## src/hil_pkg.sv

```systemverilog
package hil_pkg;

    localparam int MaxPixelsLog2 = 24;
    localparam int BinCount      = 256;
    localparam int BinW          = 8;
    localparam int PixW          = 16;
    localparam int FracW         = 16;
    localparam int CntW          = MaxPixelsLog2 + 1;
    localparam int SumW          = CntW + BinW;
    localparam int MulAW         = FracW + 1;
    localparam int ProdW         = MulAW + CntW;
    localparam int CmpW          = SumW + FracW;
    localparam int UpW           = PixW + 1;
    localparam int OutDataW      = ((PixW + UpW + 7) / 8) * 8;

    localparam logic [CntW-1:0]  CntMax       = {CntW{1'b1}};
    localparam logic [FracW-1:0] CumFracReset = 16'd655;
    localparam logic [FracW-1:0] BinFracReset = 16'd66;
    localparam logic [FracW-1:0] OffsetReset  = 16'd0;
    localparam logic [MulAW-1:0] FracOne      = 17'h10000;
    localparam logic [BinW-1:0]  LastBin      = BinW'(BinCount - 1);

    typedef enum logic [1:0] {
        CFG_CUM_FRAC = 2'd0,
        CFG_BIN_FRAC = 2'd1,
        CFG_LOW_OFFS = 2'd2
    } t_cfg_idx;

    typedef enum logic [10:0] {
        S_CLR  = 11'b000_0000_0001,
        S_IDLE = 11'b000_0000_0010,
        S_PXWR = 11'b000_0000_0100,
        S_MLO  = 11'b000_0000_1000,
        S_MHI  = 11'b000_0001_0000,
        S_MSP  = 11'b000_0010_0000,
        S_MEND = 11'b000_0100_0000,
        S_RD   = 11'b000_1000_0000,
        S_ACC  = 11'b001_0000_0000,
        S_CMP  = 11'b010_0000_0000,
        S_FIN  = 11'b100_0000_0000
    } t_state;

endpackage

```

## src/hil_mul.sv

```systemverilog
module hil_mul (
    input  logic                         i_clk,
    input  logic [hil_pkg::MulAW-1:0]    i_a,
    input  logic [hil_pkg::CntW-1:0]     i_b,
    output logic [hil_pkg::ProdW-1:0]    o_p
);

    logic [hil_pkg::ProdW-1:0] r_p;

    always_ff @(posedge i_clk) begin
        r_p <= hil_pkg::ProdW'(i_a) * hil_pkg::ProdW'(i_b);
    end

    assign o_p = r_p;

endmodule

```

## config.mk

```make
export PLATFORM = sky130hd
export DESIGN_NAME = hil_mul
export DESIGN_NICKNAME = d
export VERILOG_FILES = /design/src/hil_pkg.sv /design/src/hil_mul.sv
export SDC_FILE = /design/constraint.sdc
export NUM_CORES = 1
export LEC_CHECK = 0
export BUFFER_PORTS_ARGS = -buffer_cell sky130_fd_sc_hd__buf_2
export CORE_MARGIN = 5
export CORE_UTILIZATION = 54
export DETAILED_ROUTE_END_ITERATION = 12
export PLACE_DENSITY = 0.76
export SYNTH_ARGS = -nofsm -noshare
export SYNTH_HDL_FRONTEND = slang
export SYNTH_SLANG_ARGS = --single-unit
```

## constraint.sdc

```tcl
create_clock -name i_clk -period 14.1 [get_ports i_clk]
set_clock_uncertainty 0.2 [all_clocks]
set_input_delay 1.41 -clock i_clk [delete_from_list [all_inputs] [get_ports i_clk]]
set_output_delay 1.41 -clock i_clk [all_outputs]
set_load 0.01 [all_outputs]
```

==> impl_metrics.json, run 1 <==
{
  "multiInputGateArea_um2": 11850,
  "seq_area_um2": 840.8,
  "grt_use_total_pct": 23.12,
  "fin_crit_ns": 7.521,
  "cts_tree": "yes",
  "synth_edf_count": 0,
  "postCtsSetupBuffers": 0,
  "netlist_instances": 1658,
  "chipWidth_um": 174.3,
  "max_cap_viol_count": 0,
  "clk_pin_slew_ns": 0.07,
  "clk_path_buf_depth": 2,
  "syn_area_um2": 14580,
  "cp.required_ns": 14.12,
  "synth_area_leaders": "fa_1 (47%), inv_1 (11%), ha_1 (10%)",
  "crit_type": "in2reg",
  "antenna_found_initial": 0,
  "yosysUniqueCellTypes": 51,
  "cts_buffers": 5,
  "finalMaxSlewViolations": 0,
  "ys.flop_type": "dfxtp_1",
  "status": "finished, final reports clean",
  "placed_cells": 2011,
  "synth_top_family_by_area": "adder cells",
  "yosysTopAreaCellShare_pct": 47.22,
  "syn_avg_cell_area_um2": 8.795,
  "synth-adder-area-share_pct": 57.18,
  "crit_arrival_ns": 7.54,
  "num_rows": 60,
  "synth_compound_area_share_pct": 4.916,
  "end_kind": "flop",
  "finalHoldViolations": 0,
  "vias": 10860,
  "max_slew_margin_pct": 60.29,
  "tightest_slew_ns": 0.5906,
  "synthToLayoutAreaGrowth_pct": 5.037,
  "synthesis.nets": 2161,
  "ys_ff_latch": 42,
  "core_area_um2": 26800,
  "synth-simple-area-share_pct": 16.81,
  "largest_reg_flops": 42,
  "clkSinkCount": 42,
  "die_area_um2": 30390,
  "pin_count": 85,
  "drc_errors": 0,
  "fin_area_um2": 15320,
  "grt_max_degree": 26,
  "clock-root-buffer": "clkbuf_16",
  "yosysWarnings": 0,
  "drive_above_1_share_pct": 5.959,
  "fin_setup_tns_ns": 0,
  "yosysTopAreaCell": "fa_1",
  "synth_xor_area_share_pct": 2.282,
  "synth_mux_area_share_pct": 0.06864,
  "async_reset_ff_share_pct": 0,
  "io_buffer_count": 84,
  "fp.dieH_um": 174.3,
  "antenna_left": 0,
  "place_congestion": 0.9023,
  "rsz0062_at_grt": "no",
  "fmax_mhz": 133.0,
  "grt_pass1_wl_um": 57300,
  "post-dp-hpwl_um": 28860,
  "critPathLaunch": "i_a[8]",
  "wl_per_cell_um": 16.73,
  "initial_utilization_pct": 54.41,
  "num-fill-cells": 2425,
  "final_cells": 2019,
  "holdBufCountCts": 0,
  "finalSetupViolations": 0,
  "cp_max_fo": 25,
  "drtIter0Drc": 541,
  "startpoint_type": "primary input",
  "min_path_type": "in2reg",
  "cts-htree-levels": 2,
  "grt_remaining_overflow": 0,
  "first_global_vias": 11900,
  "nNetsFinal": 2180,
  "cts_resized": 0,
  "seq_area_frac_synth_pct": 5.766,
  "viasPerCell": 5.378,
  "min_from": "i_b[0]",
  "routed_wl_um": 33790,
  "period_share_pct": 53.34,
  "antenna_cells": 0,
  "post_dp_cell_area_um2": 15150,
  "drtPass1Iterations": 5
}
==> layer usage <==
layer  GRT usage, %  vias to the layer above  wire, µm
met5              0                        -         0
met4          9.370                        0      1527
met3          2.284                       93      1403
met2          43.31                      329     18550
met1          27.02                     5585     12300
li1               -                     4852         -
==> final cells by class <==
cell class                      count  area share [%]
Multi-Input combinational cell   1114           77.36
Sequential cell                    42           5.489
Timing Repair Buffer               84           2.745
Inverter                          430           10.54
Tap cell                          341           2.785
Clock buffer                        6          0.8414
Clock inverter                      2          0.2451
==> cells in the mapped netlist (3+ instances only) <==
cell type	number
inv_1	430
fa_1	344
nand2_1	271
and2_1	174
ha_1	116
clkbuf_1	70
dfxtp_1	42
a21oi_1	38
xnor2_1	25
o21ai_0	19
nand3_1	13
xor2_1	13
nor2_1	12
a21o_1	11
a31oi_1	8
and3_1	6
o21bai_1	6
nand4_1	4
nor2b_1	4
nor3_1	4
o21a_1	4
and4_1	3
o2111ai_1	3
o211ai_1	3
o31ai_1	3
==> placed cells by master (no fill, tap or decap), types with 3 or more instances in the layout <==
master     netlist  final
dfxtp_1         42     42
nand4_1          4      4
and4_1           3      3
nand3_1         13     13
o211ai_1         3      3
inv_1          430    430
nor3_1           4      4
a21oi_1         38     38
clkbuf_16        0      5
xnor2_1         25     25
o21a_1           4      4
a31oi_1          8      8
ha_1           116    116
o21ai_0         19     19
xor2_1          13     13
a21o_1          11     11
buf_2            1     84
o21bai_1         6      6
nand2_1        271    271
fa_1           344    344
and2_1         174    174
nor2b_1          4      4
nor2_1          12     12
and3_1           6      6
o2111ai_1        3      3
o31ai_1          3      3
==> logic make-up (layout without fill, tap and decap cells) <==
logic type	count (synthesis)	count (layout)
compound gates	110	110
buf+inv	502	522
fa+ha+maj	460	460
xor+xnor	38	38
simple gates	505	505
mux	1	1
flops	42	42
==> per-stage QoR <==
step	hold slack [ns]	setup WS [ns]	util, %
2_1_floorplan	1.332	6.795	-
3_3_place_gp	1.608	6.428	56.53
3_5_place_dp	1.604	6.301	56.53
4_1_cts	1.384	6.600	57.15
5_1_grt	1.405	6.244	57.15
6_report	1.383	6.579	57.15
==> worst max-delay path: stages <==
cell and delay (ns):
buf_2 0.42, nand2_1 0.16, fa_1 0.56, inv_1 0.06, fa_1 0.50, inv_1 0.07, fa_1 0.54, inv_1 0.05
fa_1 0.38, fa_1 0.52, inv_1 0.05, fa_1 0.47, inv_1 0.04, ha_1 0.37, a21o_1 0.24, o21bai_1 0.18
a221oi_1 0.32, o211ai_1 0.12, a31oi_1 0.46, o31ai_1 0.21, a31oi_1 0.23, xnor2_1 0.14
==> final timing paths <==
kind / end / slack (ns) / depth (start not counted)
worst max-delay path: o_p[39]$_DFF_P_ / 6.58 / 22
worst min-delay path: o_p[0]$_DFF_P_ / 1.38 / 2
Power of run 1 is not shown: default switching activity piles up to over one toggle a cycle in this logic, so the estimate is an artifact.
==> inputs of run 2 (changes only) <==
- clock period: 14.1 -> 7.7 ns (I/O delays scaled with it)
==> run 2 against run 1 <==
Non-clock buffer count up 1. First-iteration DRC count increased by 2.6%. Sequential share of layout area is essentially flat. Routed wire length increased by 0.46%. Count of clock-buffer cells in the layout unchanged. Core utilization rose by 0.15 points. Worst setup slack worse by 5.8 ns. Via count is 0.13% higher. Final area up 0.26%. Flip-flop and latch count is the same. Cell count about the same. Die area did not move.
==> impl_metrics.json, run 2 (same netlist as run 1, synthesis figures left out) <==
{
  "status": "finished, final reports clean",
  "chipWidth_um": 174.3,
  "top_layer_used": "met4",
  "nNetsFinal": 2181,
  "crit_type": "in2reg",
  "wl_met3_um": 1333,
  "cp_max_fo": 25,
  "max_cap_viol_count": 0,
  "crit_chain": "buf_2 -> nand2_1 -> fa_1 -> inv_1 -> fa_1 -> inv_1 -> fa_1 -> inv_1 -> fa_1 -> fa_1 -> inv_1 -> fa_1 -> inv_1 -> ha_1 -> a21o_1 -> o21bai_1 -> a221oi_1 -> o211ai_1 -> a31oi_1 -> o31ai_1 -> a31oi_1 -> xnor2_1",
  "slowest_delay_ns": 0.56,
  "grt_remaining_overflow": 0,
  "fmax_mhz": 144.5,
  "cts_tree": "yes",
  "pin_count": 85,
  "finalSetupViolations": 0,
  "cts_resized": 0,
  "fp.dieH_um": 174.3,
  "postCtsSetupBuffers": 0,
  "multiInputGateArea_um2": 11850,
  "core_area_um2": 26800,
  "clk_pin_slew_ns": 0.07,
  "post-dp-hpwl_um": 28600,
  "rsz0062_at_grt": "no",
  "grt_pass1_wl_um": 57410,
  "antenna_left": 0,
  "seq_area_um2": 840.8,
  "io_buffer_count": 84,
  "cts-htree-levels": 2,
  "met2_length_um": 18350,
  "finalMaxSlewViolations": 0,
  "clkSinkCount": 42,
  "initial_utilization_pct": 54.41,
  "drive_above_1_share_pct": 6.075,
  "crit_arrival_ns": 6.95,
  "worstHoldPathCells": 2,
  "min_from": "i_b[0]",
  "routed_wl_um": 33940,
  "antenna_found_initial": 0,
  "tightest_slew_ns": 0.5495,
  "grt_use_total_pct": 23.19,
  "num_rows": 60,
  "final_cell_mix": "inv_1 (430), fa_1 (344), nand2_1 (271), and2_1 (174), ha_1 (116)",
  "first_global_vias": 11860,
  "grt_max_degree": 26,
  "startpoint_type": "primary input",
  "drtIter0Drc": 555,
  "path_common_cell": "fa_1",
  "final_common_cell": "inv_1",
  "largest_reg_flops": 42,
  "clock-root-buffer": "clkbuf_16",
  "drtPass1Iterations": 7,
  "crit_path_top_delay_cell": "fa_1",
  "max_slew_margin_pct": 63.19,
  "vias": 10870,
  "min_path_type": "in2reg",
  "fin_crit_ns": 6.919,
  "end_kind": "flop",
  "wl_met1_um": 12490,
  "cts_buffers": 5,
  "synthToLayoutAreaGrowth_pct": 5.311,
  "die_area_um2": 30390,
  "drc_errors": 0,
  "crit_buf_inv": 6,
  "viasPerCell": 5.383,
  "cp.required_ns": 7.73,
  "critical-path-top-delay-family": "adder cells",
  "hold_end": "o_p[0]$_DFF_P_",
  "antenna_cells": 0,
  "wl_per_cell_um": 16.80,
  "num-fill-cells": 2419,
  "finalHoldViolations": 0,
  "fin_setup_tns_ns": 0,
  "holdBufCountCts": 0,
  "place_congestion": 0.9182,
  "clk_path_buf_depth": 2,
  "period_share_pct": 89.86
}
## run 2: changes by cell type in the layout (fill, tap and decap cells not counted), sizes merged
cell,before,now
buf,84,85
bufinv,1,2
clkinvlp,1,0
## run 2: through the flow
step | hold slack (ns) | instance area [µm²] | setup WS (ns) | util (%) | std cells
2_1_floorplan | 0.6917 | 14580 | 1.035 | - | 1658
3_3_place_gp | 0.9672 | 15160 | 0.6721 | 56.56 | 2012
3_5_place_dp | 0.9645 | 15160 | 0.5374 | 56.56 | 2012
4_1_cts | 0.7322 | 15360 | 0.8229 | 57.30 | 2020
5_1_grt | 0.7527 | 15360 | 0.3330 | 57.30 | 2020
6_report | 0.7367 | 15360 | 0.7810 | 57.30 | 2020
## run 2: worst max-delay path by stage
| stage | cells past startpoint | slack, ns | to | start |
|---|---|---|---|---|
| finish | 22 | 0.78 | o_p[39]$_DFF_P_ | i_a[2] |
| global route | 22 | 0.33 | o_p[39]$_DFF_P_ | i_a[2] |
| CTS | 22 | 0.82 | o_p[39]$_DFF_P_ | i_a[2] |
| detailed placement | 22 | 0.54 | o_p[39]$_DFF_P_ | i_a[2] |
| global placement | 22 | 0.67 | o_p[38]$_DFF_P_ | i_a[2] |
| floorplan | 24 | 1.04 | o_p[35]$_DFF_P_ | i_a[10] |
## run 2: layer usage
metal  GRT usage [%]  vias up
li1                -     4849
met1           27.44     5615
met2           42.37      306
met3           2.436      103
met4           10.59        0
met5               0        -
## run 2: cell type report
cell class / instances / share of cell area, %
clock buffer: 6 / 0.9044
clock inverter: 2 / 0.3911
timing repair buffer: 85 / 2.786
multi-input combinational: 1114 / 77.16
tap: 341 / 2.778
sequential: 42 / 5.475
inverter: 430 / 10.51
Power of run 2 is left out for the same reason.
==> inputs of run 3 (changes only) <==
- PLACE_DENSITY: 0.76 -> not set
- PLACE_DENSITY_LB_ADDON: not set -> 0.08
==> run 3 against run 2 <==
Core utilization is 0.13 points lower. Non-clock buffer count is 2 higher. Worst hold slack better by 0.042 ns. Global-route usage is 1.4 points higher. Final area is 0.22% lower. Critical path depth is 1 lower.
==> impl_metrics.json, run 3 (same netlist as run 1, synthesis figures left out) <==
{
  "fin_setup_tns_ns": 0,
  "wl_per_cell_um": 17.97,
  "final_cell_mix": "inv_1 (430), fa_1 (344), nand2_1 (271), and2_1 (174), ha_1 (116)",
  "drtIter0Drc": 421,
  "first_global_vias": 11700,
  "antenna_left": 0,
  "fmax_mhz": 142.8,
  "io_buffer_count": 84,
  "num-fill-cells": 2525,
  "fp.dieH_um": 174.3,
  "largest_reg_flops": 42,
  "startpoint_type": "primary input",
  "max_cap_viol_count": 0,
  "nNetsFinal": 2183,
  "crit_chain": "buf_2 -> nand2_1 -> fa_1 -> inv_1 -> fa_1 -> inv_1 -> fa_1 -> inv_1 -> fa_1 -> fa_1 -> inv_1 -> fa_1 -> inv_1 -> ha_1 -> and4_2 -> nand2_1 -> nor3_1 -> a31oi_1 -> o31ai_1 -> a31oi_1 -> xnor2_1",
  "crit_type": "in2reg",
  "num_rows": 60,
  "placed_cells": 2014,
  "crit_path_top_delay_cell": "fa_1",
  "crit_arrival_ns": 6.99,
  "grt_max_degree": 26,
  "slowest_delay_ns": 0.56,
  "fin_crit_ns": 7.003,
  "place_congestion": 0.8797,
  "core_area_um2": 26800,
  "viasPerCell": 5.334,
  "antenna_found_initial": 0,
  "finalSetupViolations": 0,
  "period_share_pct": 90.95,
  "max_slew_margin_pct": 58.09,
  "holdBufCountCts": 0,
  "synthToLayoutAreaGrowth_pct": 5.079,
  "drc_errors": 0,
  "routed_wl_um": 36330,
  "post-dp-hpwl_um": 29160,
  "vias": 10790,
  "die_area_um2": 30390,
  "cp_max_fo": 25,
  "cts_tree": "yes",
  "end_kind": "flop",
  "path_common_cell": "fa_1",
  "postCtsSetupBuffers": 0,
  "chipWidth_um": 174.3,
  "drtPass1Iterations": 6,
  "clock-root-buffer": "clkbuf_16",
  "grt_pass1_wl_um": 59520,
  "finalMaxSlewViolations": 0,
  "cp.required_ns": 7.68,
  "finalHoldViolations": 0,
  "status": "finished, final reports clean",
  "min_path_type": "in2reg",
  "drive_above_1_share_pct": 6.187,
  "grt_use_total_pct": 24.60,
  "pin_count": 85,
  "clk_pin_slew_ns": 0.07,
  "cts_resized": 0,
  "cts-htree-levels": 2,
  "final_common_cell": "inv_1",
  "cts_buffers": 5,
  "rsz0062_at_grt": "no",
  "clkSinkCount": 42,
  "tightest_slew_ns": 0.6286,
  "final_cells": 2022,
  "grt_remaining_overflow": 0,
  "initial_utilization_pct": 54.41,
  "utilization_pct": 57.18,
  "antenna_cells": 0,
  "clk_path_buf_depth": 2
}
## run 3: cell count changes in the layout (fill, tap and decap cells not counted), sizes merged
cell	previous run	this run
buf	85	87
bufinv	2	0
clkbuf	6	5
clkinv	0	1
clkinvlp	0	1
inv	430	431
## run 3: stage by stage
stage / cell area, µm² / hold slack [ns] / worst slack (ns)
2_1_floorplan: 14580 / 0.6917 / 1.035
3_3_place_gp: 15170 / 0.9656 / 0.5516
3_5_place_dp: 15170 / 0.9647 / 0.4349
4_1_cts: 15320 / 0.7767 / 0.7237
5_1_grt: 15320 / 0.7784 / 0.3864
6_report: 15320 / 0.7788 / 0.6966
## run 3: layer usage
metal / vias to the layer above / track usage [%] / part of all wire [%]
li1: 4854 / - / -
met1: 5589 / 29.20 / 38
met2: 263 / 46.44 / 55
met3: 80 / 2.827 / 3.8
met4: 0 / 7.621 / 3.6
met5: - / 0 / 0
## run 3: final timing paths
path / cells after the start / end / startpoint
max: 21 / o_p[39]$_DFF_P_ / i_a[8]
min: 2 / o_p[0]$_DFF_P_ / i_b[0]
## run 3: critical path: cells and delay by family
family                     cells  cell delay (ns)
AOI/OAI and AO/OA              3             0.89
buffers and inverters          6             0.72
and+or+nand+nor                4             0.99
adders and majority gates      7             3.44
xor gates and xnor gates       1             0.14
## run 3: final cells by class
class                      instances  area [µm²]  area share, %
clock buffer                       5       125.1         0.8165
sequential                        42       840.8          5.487
tap                              341       426.7          2.784
clock inverter                     3       25.02         0.1633
multi-input combinational       1114       11850          77.33
inverter                         430        1614          10.53
timing repair buffer              87       442.9          2.891
Power of run 3 is left out for the same reason.
